## src/rtl/core/rlec_pkg.sv

```systemverilog
package rlec_pkg;

  localparam int BYTE_W      = 8;
  localparam int LANES       = 8;
  localparam int LANE_IDX_W  = 3;
  localparam int PTR_W       = 7;
  localparam int DEPTH       = 128;
  localparam int CNT_W       = 4;
  localparam int OUT_TDATA_W = 72;
  localparam int OUT_PAD_W   = OUT_TDATA_W - LANES * BYTE_W - CNT_W;

  // shortest run that is coded as a run
  localparam logic [PTR_W-1:0]  RUN_MIN = 7'd3;
  localparam logic [BYTE_W-1:0] RUN_HDR = 8'h80;

  // one coded segment: a run (header, value) or a literal stretch (length, bytes)
  typedef struct packed {
    logic              lit;
    logic [PTR_W-1:0]  len;
    logic [PTR_W-1:0]  ptr;
    logic [BYTE_W-1:0] val;
  } seg_t;

  typedef enum logic [2:0] {
    G_IDLE = 3'b001,
    G_HDR  = 3'b010,
    G_BODY = 3'b100
  } gen_state_t;

endpackage

```

## src/rtl/core/rle_byte_compressor.sv

```systemverilog
// the first result of an item passes the generator, data stage, packer and output register
// an item that codes nothing leaves in_tready high; an item that codes bytes holds in_tready
//   low until the generator has issued them, one coded byte per cycle while the packer takes them
// results leave via an output register at 1 per cycle while out_tready is high; packing goes on
// reset: synchronous active-low rst_n clears run/pending state, generator, packer and output;
//   the 128-entry pending memory is not cleared and needs no clearing pass
module rle_byte_compressor #(
  parameter int MAX_CHUNK = 127,
  parameter int OUT_LANES = 8
) (
  input  logic                               clk,
  input  logic                               rst_n,
  input  logic                               in_tvalid,
  output logic                               in_tready,
  input  logic [rlec_pkg::BYTE_W-1:0]        in_tdata,   // [7:0] in_byte
  input  logic                               in_tlast,   // end_of_input
  output logic                               out_tvalid,
  input  logic                               out_tready,
  output logic [rlec_pkg::OUT_TDATA_W-1:0]   out_tdata,  // out_byte_0..7 [63:0], byte_count [67:64]
  output logic [0:0]                         out_tuser,  // [0] last_of_run
  output logic                               out_tlast   // end_of_output
);
  import rlec_pkg::*;

  localparam logic [PTR_W-1:0] MAX_C   = PTR_W'(MAX_CHUNK);
  localparam logic [CNT_W-1:0] LANES_C = CNT_W'(OUT_LANES);

  // coder state: pending bytes live in a circular buffer from head_r
  logic [PTR_W-1:0]  pend_cnt_r;
  logic [PTR_W-1:0]  run_cnt_r;
  logic [BYTE_W-1:0] run_val_r;
  logic [PTR_W-1:0]  head_r;

  logic [BYTE_W-1:0] pend_mem [DEPTH];
  logic [BYTE_W-1:0] mem_rd_r;

  // byte generator
  gen_state_t        gen_r;
  seg_t              cur_r;
  seg_t              segb_r;
  logic              segb_vld_r;
  logic              job_eoi_r;
  logic [PTR_W-1:0]  pos_r;

  // data stage, registered alongside the memory read data
  logic              d_valid_r;
  logic              d_mem_r;
  logic [BYTE_W-1:0] d_const_r;
  logic              d_end_r;
  logic              d_eoi_r;
  logic [BYTE_W-1:0] d_byte;

  // packer and output register
  logic [LANES-1:0][BYTE_W-1:0] pack_lane_r, pack_lane_nxt;
  logic [CNT_W-1:0]             pack_cnt_r, pack_cnt_nxt;
  logic                         pack_end_r, pack_end_nxt;
  logic                         pack_eoi_r, pack_eoi_nxt;
  logic [LANES-1:0][BYTE_W-1:0] out_lane_r;
  logic [CNT_W-1:0]             out_cnt_r;
  logic                         out_last_r;
  logic                         out_eoi_r;
  logic                         out_valid_r;

  // ---------------------------------------------------------------------------
  // per-item decision, taken from the state before the new byte joins
  // ---------------------------------------------------------------------------
  logic              in_acc;
  logic              match, brk, third, full, lit1, restart, seg1_on;
  logic [PTR_W-1:0]  lit_len, pend1, head1, waddr, pend2, run2;
  logic [BYTE_W-1:0] rv2;
  seg_t              seg1, seg2;

  assign in_acc = in_tvalid && in_tready;

  always_comb begin
    match   = (run_cnt_r == '0) || (in_tdata == run_val_r);
    // run at the size limit, or a coded-length run broken by a new byte
    brk     = (run_cnt_r >= MAX_C) || ((run_cnt_r >= RUN_MIN) && !match);
    // third equal byte after a literal stretch
    third   = !brk && (run_cnt_r == RUN_MIN - 7'd1) && match && (pend_cnt_r > RUN_MIN - 7'd1);
    full    = !brk && (pend_cnt_r >= MAX_C);
    lit1    = third || full;
    lit_len = third ? pend_cnt_r - (RUN_MIN - 7'd1) : pend_cnt_r;
    seg1_on = brk || lit1;

    if (brk) begin
      pend1 = '0;
    end else if (lit1) begin
      pend1 = pend_cnt_r - lit_len;
    end else begin
      pend1 = pend_cnt_r;
    end
    head1 = lit1 ? head_r + lit_len : head_r;
    waddr = head1 + pend1;
    pend2 = pend1 + 7'd1;

    restart = !match || brk || full;
    run2    = restart ? 7'd1 : run_cnt_r + 7'd1;
    rv2     = (restart || (run_cnt_r == '0)) ? in_tdata : run_val_r;

    seg1.lit = lit1;
    seg1.len = brk ? run_cnt_r : lit_len;
    seg1.ptr = head_r;
    seg1.val = run_val_r;

    // final flush at end of stream
    seg2.lit = run2 < RUN_MIN;
    seg2.len = (run2 < RUN_MIN) ? pend2 : run2;
    seg2.ptr = head1;
    seg2.val = rv2;
  end

  always_ff @(posedge clk) begin
    if (!rst_n) begin
      pend_cnt_r <= '0;
      run_cnt_r  <= '0;
      run_val_r  <= '0;
      head_r     <= '0;
    end else if (in_acc) begin
      head_r <= head1;
      if (in_tlast) begin
        pend_cnt_r <= '0;
        run_cnt_r  <= '0;
        run_val_r  <= '0;
      end else begin
        pend_cnt_r <= pend2;
        run_cnt_r  <= run2;
        run_val_r  <= rv2;
      end
    end
  end

  // ---------------------------------------------------------------------------
  // byte generator: header byte, then run value or literal bytes from memory
  // ---------------------------------------------------------------------------
  logic             stall, issue, seg_end, rd_en, i_mem, i_end;
  logic [BYTE_W-1:0] i_const;
  logic [PTR_W-1:0]  raddr;
  logic              pack_closed, flush, pack_take;

  assign in_tready = (gen_r == G_IDLE);
  assign stall     = d_valid_r && !pack_take;
  assign issue     = (gen_r != G_IDLE) && !stall;
  assign raddr     = cur_r.ptr + pos_r;

  always_comb begin
    i_mem   = 1'b0;
    i_const = run_val_r;
    seg_end = 1'b0;
    unique case (gen_r)
      G_HDR: begin
        i_const = cur_r.lit ? {1'b0, cur_r.len} : (RUN_HDR | {1'b0, cur_r.len});
      end
      G_BODY: begin
        i_const = cur_r.val;
        i_mem   = cur_r.lit;
        seg_end = cur_r.lit ? (pos_r == cur_r.len - 7'd1) : 1'b1;
      end
      default: begin
        i_const = cur_r.val;
      end
    endcase
    i_end = seg_end && !segb_vld_r;
    rd_en = issue && i_mem;
  end

  always_ff @(posedge clk) begin
    if (!rst_n) begin
      gen_r      <= G_IDLE;
      segb_vld_r <= 1'b0;
      job_eoi_r  <= 1'b0;
      pos_r      <= '0;
    end else begin
      unique case (gen_r)
        G_IDLE: begin
          if (in_acc) begin
            job_eoi_r <= in_tlast;
            if (seg1_on) begin
              cur_r      <= seg1;
              segb_r     <= seg2;
              segb_vld_r <= in_tlast;
              gen_r      <= G_HDR;
            end else if (in_tlast) begin
              cur_r <= seg2;
              gen_r <= G_HDR;
            end
          end
        end
        G_HDR: begin
          if (issue) begin
            pos_r <= '0;
            gen_r <= G_BODY;
          end
        end
        G_BODY: begin
          if (issue) begin
            pos_r <= pos_r + 7'd1;
            if (seg_end) begin
              if (segb_vld_r) begin
                cur_r      <= segb_r;
                segb_vld_r <= 1'b0;
                gen_r      <= G_HDR;
              end else begin
                gen_r <= G_IDLE;
              end
            end
          end
        end
        default: gen_r <= G_IDLE;
      endcase
    end
  end

  // pending store: write on accept, read while the generator runs, never both at once
  always_ff @(posedge clk) begin
    if (in_acc) begin
      pend_mem[waddr] <= in_tdata;
    end
    if (rd_en) begin
      mem_rd_r <= pend_mem[raddr];
    end
  end

  always_ff @(posedge clk) begin
    if (!rst_n) begin
      d_valid_r <= 1'b0;
    end else if (!stall) begin
      d_valid_r <= issue;
      if (issue) begin
        d_mem_r   <= i_mem;
        d_const_r <= i_const;
        d_end_r   <= i_end;
        d_eoi_r   <= job_eoi_r;
      end
    end
  end

  assign d_byte = d_mem_r ? mem_rd_r : d_const_r;

  // ---------------------------------------------------------------------------
  // packer: up to OUT_LANES bytes per result, closed early at the end of an item
  // ---------------------------------------------------------------------------
  assign pack_closed = (pack_cnt_r == LANES_C) || pack_end_r;
  assign flush       = pack_closed && (!out_valid_r || out_tready);
  assign pack_take   = d_valid_r && (!pack_closed || flush);

  always_comb begin
    pack_lane_nxt = pack_lane_r;
    pack_cnt_nxt  = pack_cnt_r;
    pack_end_nxt  = pack_end_r;
    pack_eoi_nxt  = pack_eoi_r;
    if (flush) begin
      pack_lane_nxt = '0;
      pack_cnt_nxt  = '0;
      pack_end_nxt  = 1'b0;
    end
    if (pack_take) begin
      pack_lane_nxt[pack_cnt_nxt[LANE_IDX_W-1:0]] = d_byte;
      pack_cnt_nxt  = pack_cnt_nxt + 4'd1;
      pack_end_nxt  = d_end_r;
      pack_eoi_nxt  = d_eoi_r;
    end
  end

  always_ff @(posedge clk) begin
    if (!rst_n) begin
      pack_lane_r <= '0;
      pack_cnt_r  <= '0;
      pack_end_r  <= 1'b0;
      pack_eoi_r  <= 1'b0;
      out_valid_r <= 1'b0;
    end else begin
      pack_lane_r <= pack_lane_nxt;
      pack_cnt_r  <= pack_cnt_nxt;
      pack_end_r  <= pack_end_nxt;
      pack_eoi_r  <= pack_eoi_nxt;
      if (flush) begin
        out_valid_r <= 1'b1;
      end else if (out_tready) begin
        out_valid_r <= 1'b0;
      end
    end
  end

  always_ff @(posedge clk) begin
    if (flush) begin
      out_lane_r <= pack_lane_r;
      out_cnt_r  <= pack_cnt_r;
      out_last_r <= pack_end_r;
      out_eoi_r  <= pack_end_r && pack_eoi_r;
    end
  end

  assign out_tvalid = out_valid_r;
  assign out_tdata  = {{OUT_PAD_W{1'b0}}, out_cnt_r, out_lane_r};
  assign out_tuser  = out_last_r;
  assign out_tlast  = out_eoi_r;

  // ---------------------------------------------------------------------------
  // checks
  // ---------------------------------------------------------------------------
  a_stall_holds_byte: assert property (@(posedge clk) disable iff (!rst_n)
    (d_valid_r && !pack_take) |=> (d_valid_r && $stable(d_byte)))
    else $error("byte in data stage changed while stalled");

  a_run_within_pending: assert property (@(posedge clk) disable iff (!rst_n)
    (run_cnt_r <= pend_cnt_r) && (pend_cnt_r <= MAX_C))
    else $error("run or pending count out of range");

  a_result_count: assert property (@(posedge clk) disable iff (!rst_n)
    out_valid_r |-> ((out_cnt_r != '0) && (out_cnt_r <= LANES_C)))
    else $error("result byte count out of range");

  a_stream_end_clears: assert property (@(posedge clk) disable iff (!rst_n)
    (in_acc && in_tlast) |=> ((pend_cnt_r == '0) && (run_cnt_r == '0)))
    else $error("coder state not cleared after end of stream");

endmodule

```

## config.mk

```make
export PLATFORM = sky130hd
export DESIGN_NAME = rle_byte_compressor
export DESIGN_NICKNAME = d
export VERILOG_FILES = /design/src/rtl/core/rlec_pkg.sv /design/src/rtl/core/rle_byte_compressor.sv
export SDC_FILE = /design/constraint.sdc
export NUM_CORES = 1
export LEC_CHECK = 0
export BUFFER_PORTS_ARGS = -buffer_cell sky130_fd_sc_hd__buf_2
export CORE_MARGIN = 3
export CORE_UTILIZATION = 35
export CTS_CLUSTER_SIZE = 16
export DETAILED_ROUTE_END_ITERATION = 7
export SYNTH_ARGS = -nofsm -noshare
export SYNTH_HDL_FRONTEND = slang
export SYNTH_SLANG_ARGS = --single-unit
```

## constraint.sdc

```tcl
create_clock -name clk -period 16 [get_ports clk]
set_clock_uncertainty 0.1 [all_clocks]
set_input_delay 3.2 -clock clk [delete_from_list [all_inputs] [get_ports clk]]
set_output_delay 3.2 -clock clk [all_outputs]
set_load 0.1 [all_outputs]
```

==> reports/summary.txt, run 1 <==
Die span in y -> 389 µm
Crit-path max cell delay -> 1.01 ns
Count leader, synth -> edfxtp_1
1st-iter DRT viols -> 3004
Worst R2R Setup Slack -> 7.80 ns
Hold Path Sink -> out_tdata[52]
# nets final -> 3046
Number of flops mapped to enable cells by yosys -> 1159
Final instance area -> 59100 µm²
Vias -> 27500
Leakage Power -> 18.8 nW
WP data required -> 16.35 ns
Mapped Avg Cell Area -> 18.0 µm²
Worst-Margin Slew -> 1.21 ns
Clock tree root buffer cell -> clkbuf_16
Tcrit/Tclk final -> 0.664
Placed instance area -> 54700 µm²
GP Congestion -> 0.846
CTS tree -> yes
CTS Hold Bufs -> 0
Starting Density -> 0.355
Core area -> 145000 µm²
Fin. Hold Viols -> 0
Worst VDD drop -> 106 µV
Worst Hold Launch -> pack_lane_r[52]
Clock Tree Buf Depth -> 3
Fin Hold WS -> 0.328 ns
Yosys warnings -> 0
WL final -> 131 mm
Most frequent cells after synthesis -> 1159 x edfxtp_1, 320 x mux4_2, 207 x nand2_1
Worst Path Max Fanout -> 45
Synthesized flop and latch total -> 1272
Yosys cell types -> 67
Drt first pass iters -> 6
RSZ-0062 raised after global routing -> no
Reg2reg start -> run_val_r[1]
Outcome -> completed
Width of the die -> 389 µm
PortBufs -> 84
Crit Path Category -> primary input to flop
Top cell type's share of synthesized area -> 0.678
Synth area leaders -> edfxtp_1 68%, mux4_2 14%, dfxtp_1 4.4%
Final core utilization -> 0.409
FILL cells -> 12900
Setup crit start kind -> primary input
Area leader, netlist -> edfxtp_1
Pwr dens -> 147 nW/µm²
CP max-delay cell -> nor4_1
Delay-heaviest family, CP -> simple AND/OR/NAND/NOR gates
Die ar. -> 151000 µm²
R2R Path End -> pend_mem[97][6]
GRT Util Overall -> 0.173
Hold depth -> 0
First-pass GRT wire length -> 194 mm
Avg Vias per Cell -> 5.50
CTS Buf Count -> 138
Max-slew violation count -> 0
Diode count -> 0
H-tree levels -> 4
Post-CTS resize count -> 0
Crit path time final -> 10.63 ns
CP arrival -> 10.98 ns
Clock sink count -> 1272
Async SR Flop Fraction -> 0
Post-CTS setup buffers -> 0
Final ANT Viol Nets -> 0
Worst skew pair latency -> 0.76 ns
Antenna violations before repair -> 2
Setup violators final -> 0
Maximum clock rate -> 94.1 MHz
Buf/Inv on CP -> 7
Main synth FF type -> edfxtp_1
Max Cap Violations -> 0
Detailed Place HPWL -> 79.5 mm
Drt wl/cell -> 26.2 µm
Layout cells sized above 1 -> 0.268
R2R cell count -> 24
Slew headroom -> 0.189
Vias in the first global route -> 27500
Setup TNS -> 0 ns
Worst min path class -> flop to flop
Row Count -> 139
Gr ovfl total -> 0
Residual DRC -> 0
Crit. path cell count -> 25
Seq/Total Area, Yosys -> 0.722
Mapped Cells -> 2856
P&R area growth vs syn -> 15.2%
Crit. End Element -> flop
Largest net degree at the start of global routing -> 97
IO Pins -> 89
Cell Area, Synth -> 51300 µm²
Clock-pin slew on the worst setup and hold paths -> 0.06 ns
-- metal layers --
metal / vias to the layer above / wire (µm) / share of wire / track usage
li1: 11800 / - / - / -
met1: 14500 / 56400 / 0.43 / 0.243
met2: 1059 / 63200 / 0.48 / 0.278
met3: 174 / 8330 / 0.064 / 0.0292
met4: 0 / 3100 / 0.024 / 0.0489
met5: - / 0 / 0 / 0
-- cell usage in the layout, fill, tap and decap left out, drive strengths merged, types with 10 or more instances in the layout --
master | synthesis | routed
ha | 33 | 33
a21oi | 57 | 57
dfxtp | 113 | 113
nor3 | 22 | 22
mux4 | 320 | 320
a31oi | 72 | 72
buf | 46 | 194
inv | 32 | 37
clkinv | 1 | 48
xnor2 | 44 | 44
o21ai | 52 | 52
o211ai | 14 | 14
xor2 | 22 | 22
edfxtp | 1159 | 1159
nand2 | 208 | 208
nor4 | 135 | 135
mux2i | 11 | 11
nor2 | 190 | 190
clkbuf | 150 | 176
nand3 | 44 | 44
a21o | 13 | 13
a211oi | 10 | 10
-- per-stage QoR --
step / setup WS [ns] / instances / power (W)
floorplan: 7.53 / 2859 / 0.00502
global placement: 4.80 / 4760 / 0.00566
detailed placement: 4.72 / 4760 / 0.00567
CTS: 5.47 / 5004 / 0.00880
global route: 4.76 / 5004 / 0.00902
finish: 5.37 / 5004 / 0.00871
-- worst max path at each step --
| stage | startpoint | end | slack (ns) |
|---|---|---|---|
| floorplan | in_tdata[6] | pend_mem[47][0] | 7.53 |
| global placement | in_tdata[1] | pend_mem[5][0] | 4.80 |
| detailed placement | in_tdata[1] | pend_mem[91][0] | 4.72 |
| CTS | in_tdata[1] | pend_mem[97][5] | 5.47 |
| global route | in_tdata[1] | pend_mem[97][5] | 4.76 |
| finish | in_tdata[1] | pend_mem[97][6] | 5.37 |
-- sequential cells by signal, summed over array words and instances, names as in the netlist, 8 cells and up --
| register | cells |
|---|---|
| cur_r | 23 |
| pack_lane_r | 64 |
| pend_mem | 1024 |
| segb_r | 23 |
| d_const_r | 8 |
| out_tdata | 64 |
| mem_rd_r | 8 |
| run_val_r | 8 |
-- worst reg2reg max path, delay by kind of cell (launching register included) --
family | cells | cell delay (ns)
buffers and inverters | 6 | 1.20
flip-flops | 1 | 0.58
AND/OR/NAND/NOR | 7 | 2.59
XOR/XNOR | 4 | 1.41
adder cells (fa/ha/maj) | 2 | 0.64
AO/OA/AOI/OAI | 5 | 1.43
-- final cells by class --
type                       instances  area (µm²)  area share
sequential                      1272       37100       0.627
multi-input combinational       1358       13800       0.233
clock buffer                     176        3670      0.0621
tap                             1903        2380      0.0403
timing repair buffer             194        1280      0.0216
clock inverter                    68         798      0.0135
inverter                          33         125     0.00212
-- power breakdown --
group,internal [W],total (W),switching [W]
Sequential,0.00372,0.00377,0.0000516
Clock,0.00179,0.00313,0.00134
Combinational,0.000673,0.00181,0.00114
Total,0.00619,0.00871,0.00252
-- kinds of logic (layout without fill, tap and decap cells) --
kind of cell	count (synthesis)	in the layout	synth area share
flops	1272	1272	0.722
simple gates	661	661	0.0646
mux	338	338	0.144
compound gates	253	253	0.0303
buf+inv	229	471	0.0180
xor+xnor	66	66	0.0116
fa+ha+maj	36	36	0.00921
other cells	1	4	0.0000731
Power figures use the tool's default switching activity.
==> inputs of run 2 (changes only) <==
clock period = 9.79 ns   (was 16 ns; I/O delays follow)
==> run 2 against run 1 <==
Effect of this change:
- die area unchanged
- via count up 0.50%
- sequential share of layout area down 0.17 points
- sequential power up 64%
- power up 63%
- global-route usage up 0.42 points
- combinational power up 64%
- non-clock buffer count up 18
- first-iteration DRC count up 0.47%
- utilization up 0.11 points
- final area up 0.28%
==> reports/summary.txt, run 2 (synthesis results as in run 1) <==
Largest net degree at the start of global routing -> 145 (+49%)
Tcrit/Tclk final -> 0.801
Post-CTS setup buffers -> 0 (unchanged)
CP max-delay cell -> nor4_2
PortBufs -> 84 (unchanged)
Buf/Inv on CP -> 8 (+1)
CTS Buf Count -> 136 (-1.4%)
Detailed Place HPWL -> 80.8 mm (+1.6%)
CP arrival -> 8.12 ns (-2.86 ns)
# nets final -> 3062 (+0.53%)
Core area -> 145000 µm² (unchanged)
Vias in the first global route -> 27400 (-0.49%)
Layout Cells excl Fill -> 5023 (+0.38%)
Maximum clock rate -> 128 MHz
Pre-CTS setup slack -> 1.29 ns (-3.43 ns)
Gr ovfl total -> 0 (unchanged)
Leakage Power -> 18.9 nW (+0.47%)
Outcome -> completed
Setup TNS -> 0 ns (unchanged)
Overall power -> 0.0142 W (+63%)
Worst skew pair latency -> 0.78 ns (+0.02 ns)
Fin. Hold Viols -> 0 (unchanged)
Biggest register -> pend_mem
Most frequent cells in the layout -> 1159 x edfxtp_1, 320 x mux4_2, 204 x nand2_1, 190 x nor2_1, 137 x clkbuf_16
Clock-pin slew on the worst setup and hold paths -> 0.06 ns (about the same)
Antenna violations before repair -> 3 (+1)
Worst min path class -> flop to flop
CTS tree -> yes
Max FFs per register -> 1024 (unchanged)
Crit-path max cell delay -> 0.81 ns (-0.20 ns)
Pwr dens -> 239 nW/µm² (+62%)
RSZ-0062 raised after global routing -> no
1st-iter DRT viols -> 3018 (+0.47%)
Setup crit start kind -> primary input
Clock Tree Buf Depth -> 3 (unchanged)
GP Congestion -> 0.864 (+2.1%)
FF/Latch Area -> 37100 µm² (unchanged)
FILL cells -> 12800 (-0.57%)
IO Pins -> 89 (unchanged)
Worst Path Max Fanout -> 28 (-38%)
Die ar. -> 151000 µm² (unchanged)
Multi-input gate area -> 13800 µm² (about the same)
Row Count -> 139 (unchanged)
Final ANT Viol Nets -> 0 (unchanged)
Delay-heaviest family, CP -> simple AND/OR/NAND/NOR gates
Crit. End Element -> flop
Clock tree root buffer cell -> clkbuf_16
Most common cell after layout, fill and taps aside -> edfxtp_1
Crit path time final -> 7.84 ns
Vias -> 27700 (+0.50%)
Final core utilization -> 0.410 (+0.00114)
Crit Path Category -> primary input to flop
Clock sink count -> 1272 (unchanged)
Slew headroom -> 0.273 (+0.0842)
Die span in y -> 389 µm (unchanged)
WP data required -> 10.07 ns (-6.28 ns)
Layout cells sized above 1 -> 0.271 (+0.00359)
Worst-Margin Slew -> 1.07 ns (-0.139 ns)
CTS Hold Bufs -> 0 (unchanged)
Max Cap Violations -> 0 (unchanged)
Avg Vias per Cell -> 5.51 (+0.12%)
H-tree levels -> 4 (unchanged)
Post-route worst setup slack -> 1.95 ns (-3.42 ns)
Post-CTS resize count -> 0 (unchanged)
GRT Util Overall -> 0.177 (+0.00419)
Drt wl/cell -> 26.7 µm (+1.9%)
Width of the die -> 389 µm (unchanged)
First-pass GRT wire length -> 196 mm (+0.88%)
Residual DRC -> 0 (unchanged)
Starting Density -> 0.355 (unchanged)
P&R area growth vs syn -> 15.5%
WL final -> 134 mm (+2.3%)
Worst VDD drop -> 222 µV (+110%)
Drt first pass iters -> 6 (unchanged)
Placed Cells -> 4778 (+0.38%)
Setup violators final -> 0 (unchanged)
Max-slew violation count -> 0 (unchanged)
run 2: cell types whose count changed in the layout (fill, tap and decap cells not counted), sizes merged:
cell      change
clkinv        -1
diode         +1
clkbuf        -5
clkinvlp      +1
buf          +18
inv           +6
bufinv        -1
run 2: report_power, final:
group / internal [W] / switching, W
Clock: 0.00286 / 0.00218
Combinational: 0.00112 / 0.00185
Sequential: 0.00608 / 0.0000857
Total: 0.0101 / 0.00412
run 2: worst reg2reg max path, cell delays in order (launching register included):
cell and delay, ns:
dfxtp_1 0.59, inv_1 0.13, ha_1 0.30, o211ai_1 0.42, and2_4 0.27, nand2_2 0.13
clkinv_1 0.16, nand2_1 0.11, xnor2_1 0.24, inv_1 0.07, ha_1 0.32, o311ai_0 0.50
nor3_1 0.08, o21ai_0 0.29, inv_1 0.13, ha_1 0.33, inv_1 0.08, nor2_1 0.12
nor2_1 0.09, o21bai_1 0.15, a21oi_1 0.10, xnor2_1 0.42, xnor2_4 0.25, buf_12 0.25
buf_4 0.25, nor4_2 0.81
run 2: per-stage QoR:
stage | hold WS, ns | instance area [µm²]
final | 0.328 | 59300
after CTS | 0.328 | 59300
after floorplan | 0.306 | 51300
after detailed placement | 0.314 | 54900
after global routing | 0.333 | 59300
after global placement | 0.313 | 54900
run 2: worst paths after layout:
| kind | from | end | slack [ns] | depth (start not counted) |
|---|---|---|---|---|
| max | in_tdata[5] | pend_mem[89][3] | 1.95 | 26 |
| max reg2reg | pend_cnt_r[1] | pend_mem[89][3] | 2.69 | 25 |
| min | pack_lane_r[10] | out_tdata[10] | 0.33 | 0 |
| min reg2reg | pack_lane_r[10] | out_tdata[10] | 0.33 | 0 |
run 2: area by class of cell:
class	count	share of cell area
multi-input cells	1358	0.233
clock buffers	171	0.0607
well taps	1903	0.0402
flip-flops and latches	1272	0.625
inverters	33	0.00211
diodes	1	0.0000422
clock inverters	73	0.0135
repair buffers	212	0.0253
run 2: routing by layer:
layer	GRT usage	wire, µm
met1	0.248	57100
met2	0.270	61600
met3	0.0437	11100
met4	0.0610	4270
met5	0	7
==> inputs of run 3 (changes only) <==
clock period = 7.8 ns   (was 9.79 ns; I/O delays follow)
==> run 3 against run 2 <==
Effect of this change:
- global-route usage is essentially flat
- sequential share of layout area shrank 0.85 points
- clock power grew 25%
- via count grew 1.2%
- cell count grew 2.1%
- combinational power grew 27%
- non-clock buffer count grew 102
- setup slack lost 1.5 ns
- worst hold slack gained 0.0020 ns
- die area is the same
- final area grew 1.4%
- largest cell class unchanged
==> reports/summary.txt, run 3 (synthesis results as in run 1) <==
Largest net degree at the start of global routing -> 132 (-9.0%)
Crit path time final -> 7.31 ns
Starting Density -> 0.355 (unchanged)
Avg Vias per Cell -> 5.46 (-0.81%)
Width of the die -> 389 µm (unchanged)
Biggest register -> pend_mem
Post-CTS resize count -> 0 (unchanged)
RSZ-0062 raised after global routing -> no
Crit. End Element -> flop
Final core utilization -> 0.415 (+0.00565)
# nets final -> 3164 (+3.3%)
Max-slew violation count -> 0 (unchanged)
Core area -> 145000 µm² (unchanged)
Worst-Margin Slew -> 1.25 ns (+0.179 ns)
GP Congestion -> 0.839 (-2.9%)
Max Cap Violations -> 0 (unchanged)
Worst min path class -> flop to flop
Layout cells sized above 1 -> 0.297 (+0.0256)
Crit-path max cell delay -> 0.78 ns (-0.03 ns)
P&R area growth vs syn -> 17.1%
Diode count -> 0 (-1)
Most common cell after layout, fill and taps aside -> edfxtp_1
Pwr dens -> 297 nW/µm² (+24%)
First-pass GRT wire length -> 197 mm (+0.68%)
Placed instance area -> 55700 µm² (+1.5%)
Die span in y -> 389 µm (unchanged)
CTS Hold Bufs -> 0 (unchanged)
CTS tree -> yes
H-tree levels -> 4 (unchanged)
CP arrival -> 7.58 ns (-0.54 ns)
Clock-pin slew on the worst setup and hold paths -> 0.06 ns (about the same)
1st-iter DRT viols -> 2985 (-1.1%)
Gr ovfl total -> 0 (unchanged)
Final instance area -> 60100 µm² (+1.4%)
Setup violators final -> 0 (unchanged)
Crit. path cell count -> 27 (+3.8%)
Vias in the first global route -> 27800 (+1.6%)
Fin. Hold Viols -> 0 (unchanged)
Outcome -> completed
Antenna violations before repair -> 2 (-1)
Final ANT Viol Nets -> 0 (unchanged)
Cell mode on critical path -> buf_4
GRT Util Overall -> 0.177 (about the same)
Vias -> 28000 (+1.2%)
Setup crit start kind -> primary input
Clock tree root buffer cell -> clkbuf_16
Drt wl/cell -> 26.2 µm (-1.9%)
Worst skew pair latency -> 0.76 ns (-0.02 ns)
Drt first pass iters -> 7 (+1)
Crit Path Category -> primary input to flop
R2R cell count -> 25 (unchanged)
Hold depth -> 0 (unchanged)
PortBufs -> 84 (unchanged)
CTS Buf Count -> 136 (unchanged)
Residual DRC -> 0 (unchanged)
Worst VDD drop -> 191 µV (-14%)
Worst Path Max Fanout -> 9 (-68%)
Delay-heaviest family, CP -> simple AND/OR/NAND/NOR gates
WP data required -> 8.07 ns (-2.00 ns)
Detailed Place HPWL -> 81.3 mm (+0.70%)
Slew headroom -> 0.161 (-0.112)
Row Count -> 139 (unchanged)
IO Pins -> 89 (unchanged)
Die ar. -> 151000 µm² (unchanged)
Overall power -> 0.0178 W (+26%)
Tcrit/Tclk final -> 0.938
Most frequent cells in the layout -> 1159 x edfxtp_1, 320 x mux4_2, 224 x buf_4, 204 x nand2_1, 190 x nor2_1
Setup TNS -> 0 ns (unchanged)
Max FFs per register -> 1024 (unchanged)
Clock sink count -> 1272 (unchanged)
Clock Tree Buf Depth -> 3 (unchanged)
WL final -> 134 mm (+0.16%)
Buf/Inv on CP -> 9 (+1)
Maximum clock rate -> 137 MHz
Post-CTS setup buffers -> 0 (unchanged)
Leakage Power -> 19.5 nW (+3.2%)
CP max-delay cell -> nor4_2
==> run 3: worst paths after layout <==
| check | start | to | slack (ns) |
|---|---|---|---|
| worst max register to register | run_val_r[7] | pend_mem[58][5] | 0.80 |
| worst min-delay path | pack_lane_r[0] | out_tdata[0] | 0.33 |
| worst max-delay path | in_tdata[2] | pend_mem[58][5] | 0.49 |
| worst min register to register | pack_lane_r[0] | out_tdata[0] | 0.33 |
==> run 3: metrics by stage <==
| stage | hold WS, ns | std cells | worst slack [ns] |
|---|---|---|---|
| final | 0.330 | 5127 | 0.487 |
| after global routing | 0.340 | 5127 | 0.0552 |
| after CTS | 0.329 | 5127 | 0.368 |
| after detailed placement | 0.314 | 4880 | -0.409 |
| after global placement | 0.313 | 4880 | -0.399 |
| after floorplan | 0.306 | 2859 | 0.972 |
==> run 3: routing by layer <==
| metal | global-route usage | vias up | routed length [µm] |
|---|---|---|---|
| li1 | - | 12000 | - |
| met1 | 0.251 | 14600 | 57200 |
| met2 | 0.284 | 1237 | 64200 |
| met3 | 0.0324 | 170 | 10100 |
| met4 | 0.0443 | 0 | 2670 |
| met5 | 0 | - | 0 |
==> run 3: worst register-to-register path, cell delays in order, from the launching register on <==
cell and delay [ns]:
dfxtp_1 0.70, xor2_1 0.14, nor4_1 0.74, buf_4 0.29
a21o_2 0.15, nand2_2 0.07, clkinv_1 0.08, nand2_1 0.08
xnor2_1 0.22, inv_1 0.07, ha_1 0.31, o311ai_0 0.48
nor3_1 0.09, o21ai_0 0.28, inv_1 0.12, ha_1 0.31
inv_1 0.07, nor2_1 0.10, nor2_1 0.06, o21bai_1 0.12
a21oi_1 0.09, xnor2_1 0.47, xor2_4 0.28, buf_4 0.27
buf_4 0.14, nor4_2 0.78
==> run 3: cell type report <==
cell class	count	area (µm²)
timing repair buffer	314	2340
inverter	33	125
tap	1903	2380
clock inverter	79	751
sequential	1272	37100
fill	12700	84600
clock buffer	168	3620
multi-input combinational	1358	13800
==> run 3: power breakdown <==
group          leakage, nW  internal, W  switching [W]
clock network         2.13      0.00360        0.00272
registers             11.4      0.00763       0.000114
logic                 5.98      0.00144        0.00233
total                 19.5       0.0127        0.00517
